File: src/rtl/brle_pkg.sv
// ----------------------------------------------------------------------------
// brle_pkg
// Shared constants and types for the bit run-length encoder.
// ----------------------------------------------------------------------------
`default_nettype none

package brle_pkg;

   // Characters kept per message before the rest is dropped
   localparam int MAX_CHARS   = 256;
   // Width of the run counter, saturates at all ones
   localparam int RUN_BITS    = 16;
   // Width of one emitted code
   localparam int CODE_W      = 17;
   // Input byte width and number of encoded bits (bit 7 ignored)
   localparam int CHAR_W      = 8;
   localparam int CHAR_BITS   = 7;
   // Offset added to the code of a run of ones
   localparam int ONE_BASE    = 10;

   localparam int CNT_W       = $clog2(MAX_CHARS + 1);
   localparam int IDX_W       = $clog2(CHAR_BITS);
   localparam int SUM_W       = ((RUN_BITS > CODE_W) ? RUN_BITS : CODE_W) + 1;

   // Queue between front and back, depth is a power of two
   localparam int QUEUE_DEPTH = 2;
   localparam int QPTR_W      = (QUEUE_DEPTH > 1) ? $clog2(QUEUE_DEPTH) : 1;
   localparam int QCNT_W      = $clog2(QUEUE_DEPTH + 1);

   // One kept character with its end-of-message mark
   typedef struct packed {
      logic [CHAR_BITS-1:0] bits;
      logic                 ending;
   } job_type;

   // A job offered across the queue boundary
   typedef struct packed {
      logic    valid;
      job_type job;
   } slot_type;

endpackage

`default_nettype wire

File: src/rtl/brle_front.sv
// ----------------------------------------------------------------------------
// brle_front
// Accepts input words, tracks the per-message character count and drop
// state, and queues kept characters with their end-of-message flag.
// ----------------------------------------------------------------------------
`default_nettype none

module brle_front (
   input  wire logic                          clock,
   input  wire logic                          reset,
   input  wire logic                          req_valid,
   output logic                               req_stall,
   input  wire logic [brle_pkg::CHAR_W-1:0]   req_character,
   input  wire logic                          req_final_char,
   input  wire logic                          q_full,
   output brle_pkg::slot_type                 push
);

   logic [brle_pkg::CNT_W-1:0] chars_ff, chars_in;
   logic                       dropping_ff, dropping_in;
   logic [brle_pkg::CNT_W-1:0] chars_next;
   logic                       accept;
   logic                       ending;

   assign req_stall  = q_full;
   assign accept     = req_valid && !q_full;
   assign chars_next = chars_ff + brle_pkg::CNT_W'(1);
   assign ending     = req_final_char ||
                       (chars_next >= brle_pkg::CNT_W'(brle_pkg::MAX_CHARS));

   // Classify: dropped words never reach the queue
   always_comb begin
      push.valid    = accept && !dropping_ff;
      push.job.bits = req_character[brle_pkg::CHAR_BITS-1:0];
      push.job.ending = ending;
   end

   // Message bookkeeping
   always_comb begin
      chars_in    = chars_ff;
      dropping_in = dropping_ff;
      if (accept) begin
         if (dropping_ff) begin
            if (req_final_char) begin
               dropping_in = 1'b0;
               chars_in    = '0;
            end
         end else if (ending) begin
            chars_in    = '0;
            dropping_in = !req_final_char;
         end else begin
            chars_in = chars_next;
         end
      end
   end

   always_ff @(posedge clock) begin
      if (reset) begin
         chars_ff    <= '0;
         dropping_ff <= 1'b0;
      end else begin
         chars_ff    <= chars_in;
         dropping_ff <= dropping_in;
      end
   end

endmodule

`default_nettype wire

File: src/rtl/brle_queue.sv
// ----------------------------------------------------------------------------
// brle_queue
// Short FIFO of kept characters between front and back.
// ----------------------------------------------------------------------------
`default_nettype none

module brle_queue (
   input  wire logic               clock,
   input  wire logic               reset,
   input  wire brle_pkg::slot_type push,
   output logic                    full,
   output brle_pkg::slot_type      head,
   input  wire logic               pop
);

   brle_pkg::job_type                  store_ff [brle_pkg::QUEUE_DEPTH];
   logic [brle_pkg::QPTR_W-1:0]        wr_ptr_ff, rd_ptr_ff;
   logic [brle_pkg::QCNT_W-1:0]        count_ff;
   logic                               do_push, do_pop;

   assign full     = (count_ff == brle_pkg::QCNT_W'(brle_pkg::QUEUE_DEPTH));
   assign do_push  = push.valid && !full;
   assign do_pop   = pop && (count_ff != '0);
   assign head.valid = (count_ff != '0);
   assign head.job   = store_ff[rd_ptr_ff];

   // Entry storage
   always_ff @(posedge clock) begin
      if (do_push) begin
         store_ff[wr_ptr_ff] <= push.job;
      end
   end

   // Pointers and fill level
   always_ff @(posedge clock) begin
      if (reset) begin
         wr_ptr_ff <= '0;
         rd_ptr_ff <= '0;
         count_ff  <= '0;
      end else begin
         if (do_push) wr_ptr_ff <= wr_ptr_ff + brle_pkg::QPTR_W'(1);
         if (do_pop)  rd_ptr_ff <= rd_ptr_ff + brle_pkg::QPTR_W'(1);
         unique case ({do_push, do_pop})
            2'b10:   count_ff <= count_ff + brle_pkg::QCNT_W'(1);
            2'b01:   count_ff <= count_ff - brle_pkg::QCNT_W'(1);
            default: count_ff <= count_ff;
         endcase
      end
   end

endmodule

`default_nettype wire

File: src/rtl/brle_back.sv
// ----------------------------------------------------------------------------
// brle_back
// Bit-serial run scanner: walks bits 6..0 of each queued character, one per
// cycle unless stalled, emits a code at each bit change, flushes at message end.
// ----------------------------------------------------------------------------
`default_nettype none

module brle_back (
   input  wire logic                          clock,
   input  wire logic                          reset,
   input  wire brle_pkg::slot_type            head,
   output logic                               pop,
   output logic                               rsp_valid,
   input  wire logic                          rsp_stall,
   output logic [brle_pkg::CODE_W-1:0]        rsp_run_code,
   output logic                               rsp_last_of_item,
   output logic                               rsp_message_end
);

   // Current character
   logic                            busy_ff;
   logic [brle_pkg::CHAR_BITS-1:0]  bits_ff;
   logic                            ending_ff;
   logic [brle_pkg::IDX_W-1:0]      idx_ff;
   logic                            flush_ff;
   // Run state
   logic                            have_ff, have_in;
   logic                            prev_ff, prev_in;
   logic [brle_pkg::RUN_BITS-1:0]   run_ff, run_in;
   // Output word register
   logic                            rsp_valid_ff;
   logic [brle_pkg::CODE_W-1:0]     code_ff;
   logic                            last_ff;
   logic                            end_ff;

   logic                            out_ready;
   logic                            cur_bit;
   logic                            emit;
   logic                            advance;
   logic                            finish;
   logic                            emit_last;
   logic [brle_pkg::CHAR_BITS-1:0]  low_mask;
   logic [brle_pkg::CHAR_BITS-1:0]  low_bits;
   logic                            rest_same;
   logic [brle_pkg::RUN_BITS-1:0]   run_inc;
   logic [brle_pkg::SUM_W-1:0]      code_sum;
   logic [brle_pkg::CODE_W-1:0]     code_val;

   assign out_ready = !rsp_valid_ff || !rsp_stall;
   assign cur_bit   = bits_ff[idx_ff];

   // Does this step emit a word
   assign emit = busy_ff && (flush_ff || (have_ff && (prev_ff != cur_bit)));
   assign advance = busy_ff && (!emit || out_ready);
   assign finish  = advance && (flush_ff || ((idx_ff == '0) && !ending_ff));
   assign pop     = head.valid && (!busy_ff || finish);

   // Remaining bits of the character equal the current one: no later change
   assign low_mask  = {brle_pkg::CHAR_BITS{1'b1}} >>
                      (brle_pkg::IDX_W'(brle_pkg::CHAR_BITS - 1) - idx_ff);
   assign low_bits  = bits_ff & low_mask;
   assign rest_same = cur_bit ? (low_bits == low_mask) : (low_bits == '0);
   assign emit_last = flush_ff || (!ending_ff && rest_same);

   // Code of the run that just closed
   always_comb begin
      code_sum = (run_ff == '0) ? '0
               : brle_pkg::SUM_W'(run_ff) - brle_pkg::SUM_W'(1);
      if (prev_ff) begin
         code_sum = code_sum + brle_pkg::SUM_W'(brle_pkg::ONE_BASE);
      end
      code_val = code_sum[brle_pkg::CODE_W-1:0];
   end

   assign run_inc = (run_ff == '1) ? run_ff : run_ff + brle_pkg::RUN_BITS'(1);

   // Run state update for one step
   always_comb begin
      have_in = have_ff;
      prev_in = prev_ff;
      run_in  = run_ff;
      if (advance) begin
         if (flush_ff) begin
            have_in = 1'b0;
            prev_in = 1'b0;
            run_in  = '0;
         end else begin
            have_in = 1'b1;
            prev_in = cur_bit;
            run_in  = emit ? brle_pkg::RUN_BITS'(1) : run_inc;
         end
      end
   end

   // Sequencer
   always_ff @(posedge clock) begin
      if (reset) begin
         busy_ff   <= 1'b0;
         flush_ff  <= 1'b0;
         idx_ff    <= '0;
         have_ff   <= 1'b0;
         prev_ff   <= 1'b0;
         run_ff    <= '0;
      end else begin
         have_ff <= have_in;
         prev_ff <= prev_in;
         run_ff  <= run_in;
         if (pop) begin
            busy_ff   <= 1'b1;
            bits_ff   <= head.job.bits;
            ending_ff <= head.job.ending;
            idx_ff    <= brle_pkg::IDX_W'(brle_pkg::CHAR_BITS - 1);
            flush_ff  <= 1'b0;
         end else if (finish) begin
            busy_ff  <= 1'b0;
            flush_ff <= 1'b0;
         end else if (advance) begin
            if (idx_ff == '0) begin
               flush_ff <= 1'b1;
            end else begin
               idx_ff <= idx_ff - brle_pkg::IDX_W'(1);
            end
         end
      end
   end

   // Output word register
   always_ff @(posedge clock) begin
      if (reset) begin
         rsp_valid_ff <= 1'b0;
      end else if (emit && out_ready) begin
         rsp_valid_ff <= 1'b1;
      end else if (!rsp_stall) begin
         rsp_valid_ff <= 1'b0;
      end
      if (emit && out_ready) begin
         code_ff <= code_val;
         last_ff <= emit_last;
         end_ff  <= flush_ff;
      end
   end

   assign rsp_valid        = rsp_valid_ff;
   assign rsp_run_code     = code_ff;
   assign rsp_last_of_item = last_ff;
   assign rsp_message_end  = end_ff;

endmodule

`default_nettype wire

File: src/rtl/bit_run_length_encoder.sv
// ----------------------------------------------------------------------------
// bit_run_length_encoder
// Encodes bits 6..0 of each character as run-length codes.
//
// Input channel (req_): one character per word plus a final_char flag.
// Result channel (rsp_): one run code per word; last_of_item marks the last
// code a character causes, message_end marks the flush code closing a message.
// A zero run of length L gives L-1, a one run gives 10+L-1.
// The front counts characters per message and drops those past the limit;
// the back scans one bit per cycle unless stalled, and adds a flush code
// when a character ends a message. Dropped characters are consumed in the
// front. Throughput is bound by the bit-serial back scanner.
// Path to rsp_: queue entry, back character register, output word register.
// A two-entry queue lets the front keep taking words while the back works.
// When rsp_stall is high, the held word stays unchanged and the back pauses
// on its next emitting step; req_stall rises once the queue is full.
// Synchronous reset empties the queue, drops any word in flight and returns
// all run and message state to "no bit seen".
// ----------------------------------------------------------------------------
`default_nettype none

module bit_run_length_encoder (
   input  wire logic                          clock,
   input  wire logic                          reset,
   input  wire logic                          req_valid,
   output logic                               req_stall,
   input  wire logic [brle_pkg::CHAR_W-1:0]   req_character,
   input  wire logic                          req_final_char,
   output logic                               rsp_valid,
   input  wire logic                          rsp_stall,
   output logic [brle_pkg::CODE_W-1:0]        rsp_run_code,
   output logic                               rsp_last_of_item,
   output logic                               rsp_message_end
);

   brle_pkg::slot_type push;
   brle_pkg::slot_type head;
   logic               q_full;
   logic               pop;

   brle_front u_front (
      .clock          (clock),
      .reset          (reset),
      .req_valid      (req_valid),
      .req_stall      (req_stall),
      .req_character  (req_character),
      .req_final_char (req_final_char),
      .q_full         (q_full),
      .push           (push)
   );

   brle_queue u_queue (
      .clock (clock),
      .reset (reset),
      .push  (push),
      .full  (q_full),
      .head  (head),
      .pop   (pop)
   );

   brle_back u_back (
      .clock            (clock),
      .reset            (reset),
      .head             (head),
      .pop              (pop),
      .rsp_valid        (rsp_valid),
      .rsp_stall        (rsp_stall),
      .rsp_run_code     (rsp_run_code),
      .rsp_last_of_item (rsp_last_of_item),
      .rsp_message_end  (rsp_message_end)
   );

endmodule

`default_nettype wire

File: config.mk
export PLATFORM = sky130hd
export DESIGN_NAME = bit_run_length_encoder
export DESIGN_NICKNAME = d
export VERILOG_FILES = /design/src/rtl/brle_pkg.sv /design/src/rtl/brle_front.sv /design/src/rtl/brle_queue.sv /design/src/rtl/brle_back.sv /design/src/rtl/bit_run_length_encoder.sv
export SDC_FILE = /design/constraint.sdc
export NUM_CORES = 1
export LEC_CHECK = 0
export ABC_CLOCK_PERIOD_IN_PS = 7710
export BUFFER_PORTS_ARGS = -buffer_cell sky130_fd_sc_hd__buf_2
export CORE_UTILIZATION = 58
export CTS_BUF_LIST = sky130_fd_sc_hd__clkbuf_16
export DETAILED_ROUTE_END_ITERATION = 12
export PLACE_DENSITY = 0.77
export SLEW_MARGIN = 15
export SYNTH_ARGS = -nofsm -noshare
export SYNTH_HDL_FRONTEND = slang
export SYNTH_SLANG_ARGS = --single-unit
File: constraint.sdc
create_clock -name clock -period 7.71 [get_ports clock]
set_input_delay 0.771 -clock clock [delete_from_list [all_inputs] [get_ports clock]]
set_output_delay 0.771 -clock clock [all_outputs]
set_load 0.02 [all_outputs]
# --- Word-level counts from Yosys, hierarchy flattened ---
# Memory sizes are Yosys's and may differ from the RTL's. A register that Yosys moved wholly into a read port is not among the register bits.
# Index checks and enable logic that the tools add are counted.
word_totals:
  mem_bits_rw: 16
  word_cells: 114
  n_memories: 1
  latchBits: 0
  regBits: 57
  mem_bits_ro: 0
op_classes:
  shifts: 1
  mul: 0
  reduce_logical: 42
  addsub: 10
  bitwise_logic: 4
  magnitude_cmp: 2
  n_div: 0
  n_mux: 27
  n_eq_ne: 11
memory_table:
  columns: ["memory", "words", "width", "rd", "rd_ports_with_merged_regs", "write_ports", "line_no", "text"]
  rows:
  - ["u_queue.store_ff", 2, 8, 1, 1, 1, "brle_queue.sv:16", "brle_pkg::job_type store_ff [brle_pkg::QUEUE_DEPTH];"]
ops:
  columns: ["op", "count"]
  rows:
  - ["2-to-1 mux 16 bit", 3]
  - ["2-to-1 mux 17 bit", 2]
  - ["2-to-1 mux 9 bit", 3]
  - ["adder 17 x 4 -> 17 bit, second input constant", 1]
  - ["subtractor 16 x 1 -> 17 bit, second input constant", 1]
  - ["adder 16 x 1 -> 16 bit, second input constant", 1]
  - ["== test 16 bit, second input constant", 1]
  - ["logical NOT 16 bit", 1]
  - ["2-to-1 mux 1 bit", 13]
  - ["logical AND 1 bit", 12]
  - ["2-to-1 mux 3 bit", 4]
  - ["adder 9 x 1 -> 9 bit, second input constant", 1]
  - ["greater-or-equal comparator 9 bit, second input constant", 1]
  - ["logical NOT 1 bit", 8]
  - ["AND reduction 2 bit", 4]
  - ["nonzero test 2 bit", 4]
  - ["AND 7 bit", 1]
  - ["== test 7 bit", 1]
  - ["logical NOT 7 bit", 1]
  - ["logical OR 1 bit", 7]
  - ["right shift 7 x 3 -> 7 bit, first input constant", 1]
  - ["!= test 2 bit, second input constant", 3]
  - ["AND reduction 3 bit", 2]
  - ["== test 2 bit, second input constant", 2]
  - ["other kinds (16)", 19]

# --- Depth between registers and ports, before layout ---
logic_depth:
  word_depth: 15
  mapped_depth: 13
  mapped_depth_nobuf: 12

# --- Cells and area by module ---
# A second synthesis with hierarchy kept.
unflattened:
  hier_cells: 463
  area_unflattened_um2: 4583.1
by_module_without_submodules:
  columns: ["mod", "cells_each", "area_each_um2", "seq_area_each_um2", "instances"]
  rows:
  - ["brle_back", 348, 3223.1, 1291.2, 1]
  - ["brle_queue", 51, 800.8, 580.6, 1]
  - ["brle_front", 64, 559.3, 200.2, 1]

# --- Worst setup path before layout ---
# Ideal clock, no wire load.
synth_timing:
  path_kind: "reg2reg"
  start: "register u_back.run_ff[11] (netlist bit)"
  end: "register u_back.code_ff, in the netlist u_back.rsp_run_code[7], data pin"
  period_less_slack_ns: 3.644
  stages_incl_launch_ff: 12
  t_arrival_ns: 3.384
  slack_ns: 4.066
  t_required_ns: 7.450
  setup_ns: 0.260
  n_path_buf: 2
  cell_sequence: "dfxtp_1 > clkbuf_1 > nor4_1 > nand3_1 > nor3_2 > clkbuf_1 > nor2_1 > ha_1 > o211ai_1 > mux2_2 > o32ai_1 > mux2_2"
synth_via:
  elab_chain_cells: 4
synth_rtl:
  columns: ["element", "line_no", "text"]
  rows:
  - ["from (decl)", "brle_back.sv:29", "logic [brle_pkg::RUN_BITS-1:0] run_ff, run_in;"]
  - ["from (signal assigned)", "brle_back.sv:107", "run_ff <= run_in;"]
  - ["logical NOT 16 bit (*)", "brle_back.sv:67", "code_sum = (run_ff == '0) ? '0"]
  - ["2-to-1 mux 17 bit (*)", "brle_back.sv:67", null]
  - ["adder 17 x 4 -> 17 bit", "brle_back.sv:70", "code_sum = code_sum + brle_pkg::SUM_W'(brle_pkg::ONE_BASE);"]
  - ["2-to-1 mux 17 bit (*)", "brle_back.sv:69", "if (prev_ff) begin"]
  - ["via u_back.code_sum, one bit", "brle_back.sv:46", "logic [brle_pkg::SUM_W-1:0] code_sum;"]
  - ["to (signal assigned)", "brle_back.sv:137", "code_ff <= code_val;"]
  - ["to (decl)", "brle_back.sv:32", "logic [brle_pkg::CODE_W-1:0] code_ff;"]
# The timed path passes the listed nets; every way through them passes the cells marked *.
# A chain may end at the register's enable or synchronous reset.

# --- Worst setup path in the final report ---
layout_timing:
  start: "register u_back.run_ff[2] (netlist bit)"
  end: "register u_back.code_ff, in the netlist u_back.rsp_run_code[7], data pin"
layout_via:
  elab_chain_cells: 4
  elab_cells_between_ends: 5
  classes_between: "add/sub: 2; mux: 2; reduce/logical: 1"
layout_rtl:
  columns: ["element", "line_no"]
  rows:
  - ["subtractor 16 x 1 -> 17 bit / logical NOT 16 bit (equally long branches)", "brle_back.sv:68, brle_back.sv:67"]
  - ["2-to-1 mux 17 bit (*)", "brle_back.sv:67"]
  - ["adder 17 x 4 -> 17 bit", "brle_back.sv:70"]
  - ["2-to-1 mux 17 bit (*)", "brle_back.sv:69"]
  - ["via u_back.code_sum, one bit", "brle_back.sv:46"]
# Marked as above.

==> flow_metrics.env <==
export IMPL_cts_tree="yes"
export IMPL_cpMostUsedCell="mux2_2"
export IMPL_crit_chain="nor4_2, nand2_1, nor3_2, nor2_1, ha_1, o211ai_1, mux2_2, o32ai_1, mux2_2"
export IMPL_hpwl_um=6349
export IMPL_cap_violations=0
export IMPL_grt_usage_pct=23.60
export IMPL_synthesis_nets=488
export IMPL_wl_um=8911
export IMPL_grt_max_degree=21
export IMPL_dr_pass1_iters=6
export IMPL_max_slew_worst_pin_slew_ns=0.8899
export IMPL_syn_area_mm2=0.004536
export IMPL_cp_arrival_ns=3.69
export IMPL_avgSynthCellArea_um2=9.796
export IMPL_synth_warnings=0
export IMPL_hold_violations=0
export IMPL_yosys_cell_types_count=62
export IMPL_crit_buf_inv=0
export IMPL_cpPeakStageDelay_ns=0.77
export IMPL_finalSetupTns_ns=0
export IMPL_cts_made_buffers=9
export IMPL_die_area_mm2=0.008178
export IMPL_cts_sinks=81
export IMPL_slew_headroom_pct=40.13
export IMPL_final_core_util_pct=67.37
export IMPL_yosysTopAreaCell="edfxtp_1"
export IMPL_drtIter0Drc=230
export IMPL_synth_most_common_cell="edfxtp_1"
export IMPL_crit_path_start="u_back.run_ff[2]"
export IMPL_skew_ns=0.007420
export IMPL_synth_cells=463
export IMPL_outcome="completed"
export IMPL_hold_class="reg2reg"
export IMPL_num_io_pins=34
export IMPL_finalSetupViolCount=0
export IMPL_fmax_mhz=278.3
export IMPL_critPathTopFamily="simple AND/OR/NAND/NOR gates"
export IMPL_viasPerCell=6.031
export IMPL_clk_path_buf_depth=2
export IMPL_initial_utilization_pct=61.22
export IMPL_finalWeightedCongestion=0.8018
export IMPL_post_cts_buffers=0
export IMPL_core_mm2=0.007408
export IMPL_grt_pass1_vias=3373
export IMPL_grt_first_pass_wirelength_um=15420
export IMPL_reg2reg_from="u_back.run_ff[2]"
export IMPL_startpoint_type="flip-flop"
export IMPL_die_h_um=90.43
export IMPL_p_leak_nw=1.867
export IMPL_numPortBuffers=32
export IMPL_endpoint_kind="flip-flop"
export IMPL_multi_input_area_mm2=0.002278
export IMPL_area_growth_pct=10.04
export IMPL_ys_seq_elements=81
export IMPL_grt_setup_unrepaired="false"
export IMPL_hold_buffers=0
export IMPL_fin_nets=503
export IMPL_period_share_pct=46.61
export IMPL_cp_max_fo=11
export IMPL_cp_required_ns=7.80
export IMPL_slew_violations=0
export IMPL_cts_clk_slew_worst_paths_ns=0.07
export IMPL_synth_area_leaders="edfxtp_1, dfxtp_1, ha_1"
export IMPL_ys_top_cells_by_count="edfxtp_1, dfxtp_1, nor2_1"
export IMPL_clk_latency_ns=0.34
export IMPL_fin_ws_ns=4.117
export IMPL_ff2ff_setup_slack_ns=4.12
export IMPL_drc_errors=0
export IMPL_n_antenna_cell=0
export IMPL_cts_resized=0
export IMPL_ys_flop_type="edfxtp_1"
export IMPL_synth_top_cell_area_share_pct=28.47
export IMPL_gr_total_overflow=0
export IMPL_htree_levels=3
export IMPL_p_per_area_mw_per_mm2=321.0
export IMPL_critical_path_slowest_cell="nor4_2"
export IMPL_synth_edff_count=43
export IMPL_irDropWorstVdd_uv=175.1
export IMPL_async_flop_share_pct=0
export IMPL_ys_seq_area_share_pct=45.24
export IMPL_crit_type="reg2reg"
export IMPL_hp_start="u_front.chars_ff[2]"
export IMPL_dr_total_vias=3510
export IMPL_grt_antenna_before_repair=0
export IMPL_row_count=31
export IMPL_seqCellArea_mm2=0.002052
export IMPL_fillers=562
export IMPL_pre_cts_slack_ns=4.167
export IMPL_antenna_left=0
export IMPL_drive_above_1_share_pct=15.73
export IMPL_wl_per_cell_um=15.31
export IMPL_final_min_clock_period_ns=3.593
export IMPL_cts_root_buf="clkbuf_16"
export IMPL_chipWidth_um=90.43
==> area by class of cell <==
class	instances	share of cell area [%]
Clock inverter	7	1.454
Sequential cell	81	41.11
Clock buffer	9	4.512
Multi-Input combinational cell	334	45.65
Timing Repair Buffer	33	3.359
Inverter	19	1.429
Tap cell	99	2.482
==> kinds of logic (layout without fill, tap and decap cells) <==
group | Yosys count | count (layout) | share of synthesized area (%)
compound gates | 87 | 87 | 13.13
mux | 26 | 26 | 6.759
fa+ha+maj | 12 | 12 | 3.310
xor+xnor | 34 | 34 | 6.565
flops | 81 | 81 | 45.24
buf+inv | 48 | 68 | 4.662
simple gates | 175 | 175 | 20.33
==> state kept, by name, summed over array words and instances, names as in the netlist <==
| signal | flops |
|---|---|
| u_back.bits_ff | 7 |
| u_back.busy_ff | 1 |
| u_back.ending_ff | 1 |
| u_back.flush_ff | 1 |
| u_back.have_ff | 1 |
| u_back.idx_ff | 3 |
| u_back.prev_ff | 1 |
| u_back.rsp_last_of_item | 1 |
| u_back.rsp_message_end | 1 |
| u_back.rsp_run_code | 17 |
| u_back.rsp_valid | 1 |
| u_back.run_ff | 16 |
| u_front.chars_ff | 9 |
| u_front.dropping_ff | 1 |
| u_queue.count_ff | 2 |
| u_queue.rd_ptr_ff | 1 |
| u_queue.store_ff | 16 |
| u_queue.wr_ptr_ff | 1 |
==> power by group <==
group          switching (W)  internal [W]  leakage [nW]
registers          0.0000638      0.000537         0.707
logic               0.000343      0.000238          1.02
clock network       0.000191      0.000229         0.144
==> through the flow <==
stage               cell area, um^2  hold WS (ns)  total power [W]  std cells
floorplan                      4536        0.4526         0.001074        463
global placement               4687        0.4653         0.001156        566
detailed placement             4687        0.4770         0.001182        566
CTS                            4985        0.4860         0.001606        582
global route                   4991        0.5023         0.001706        582
finish                         4991        0.4874         0.001602        582
==> layer usage <==
metal | wire length (um) | track usage [%] | up-vias
li1 | - | - | 1730
met1 | 4124 | 30.92 | 1675
met2 | 4312 | 38.30 | 91
met3 | 341 | 4.125 | 14
met4 | 132 | 10.48 | 0
met5 | 0 | 0 | -
==> worst paths after layout <==
check / endpoint / cells after the start
max: u_back.rsp_run_code[7] / 9
min: u_front.chars_ff[2] / 1
max reg2reg: u_back.rsp_run_code[7] / 9
min reg2reg: u_front.chars_ff[2] / 1
==> cell usage in the layout, fill, tap and decap left out, types with 3 or more instances in the layout <==
cell,instances
nor2b_1,8
nor3_1,17
a211oi_1,6
or4_1,10
and2_1,6
edfxtp_1,43
a22o_1,3
dfxtp_1,38
or3_1,6
nor2_1,35
mux2i_1,9
xor2_1,17
o21ai_0,11
o211ai_1,3
o21a_1,3
nand2b_1,6
ha_1,12
or2_2,5
nand4_1,7
mux2_2,11
o31ai_1,13
inv_1,18
buf_2,32
nand2_1,29
inv_6,3
clkbuf_16,9
nor4_1,5
and3_1,8
xnor2_1,17
mux2_1,3
a21oi_1,27
nand3_1,21
==> worst register-to-register path, delay by kind of cell (launching register included) <==
kind	cells	cell delay, ns
AO/OA/AOI/OAI	2	0.65
adder cells (fa/ha/maj)	1	0.21
flip-flops	1	0.44
multiplexers	2	0.76
AND/OR/NAND/NOR	4	1.30
(Power assumes the default switching activity.)
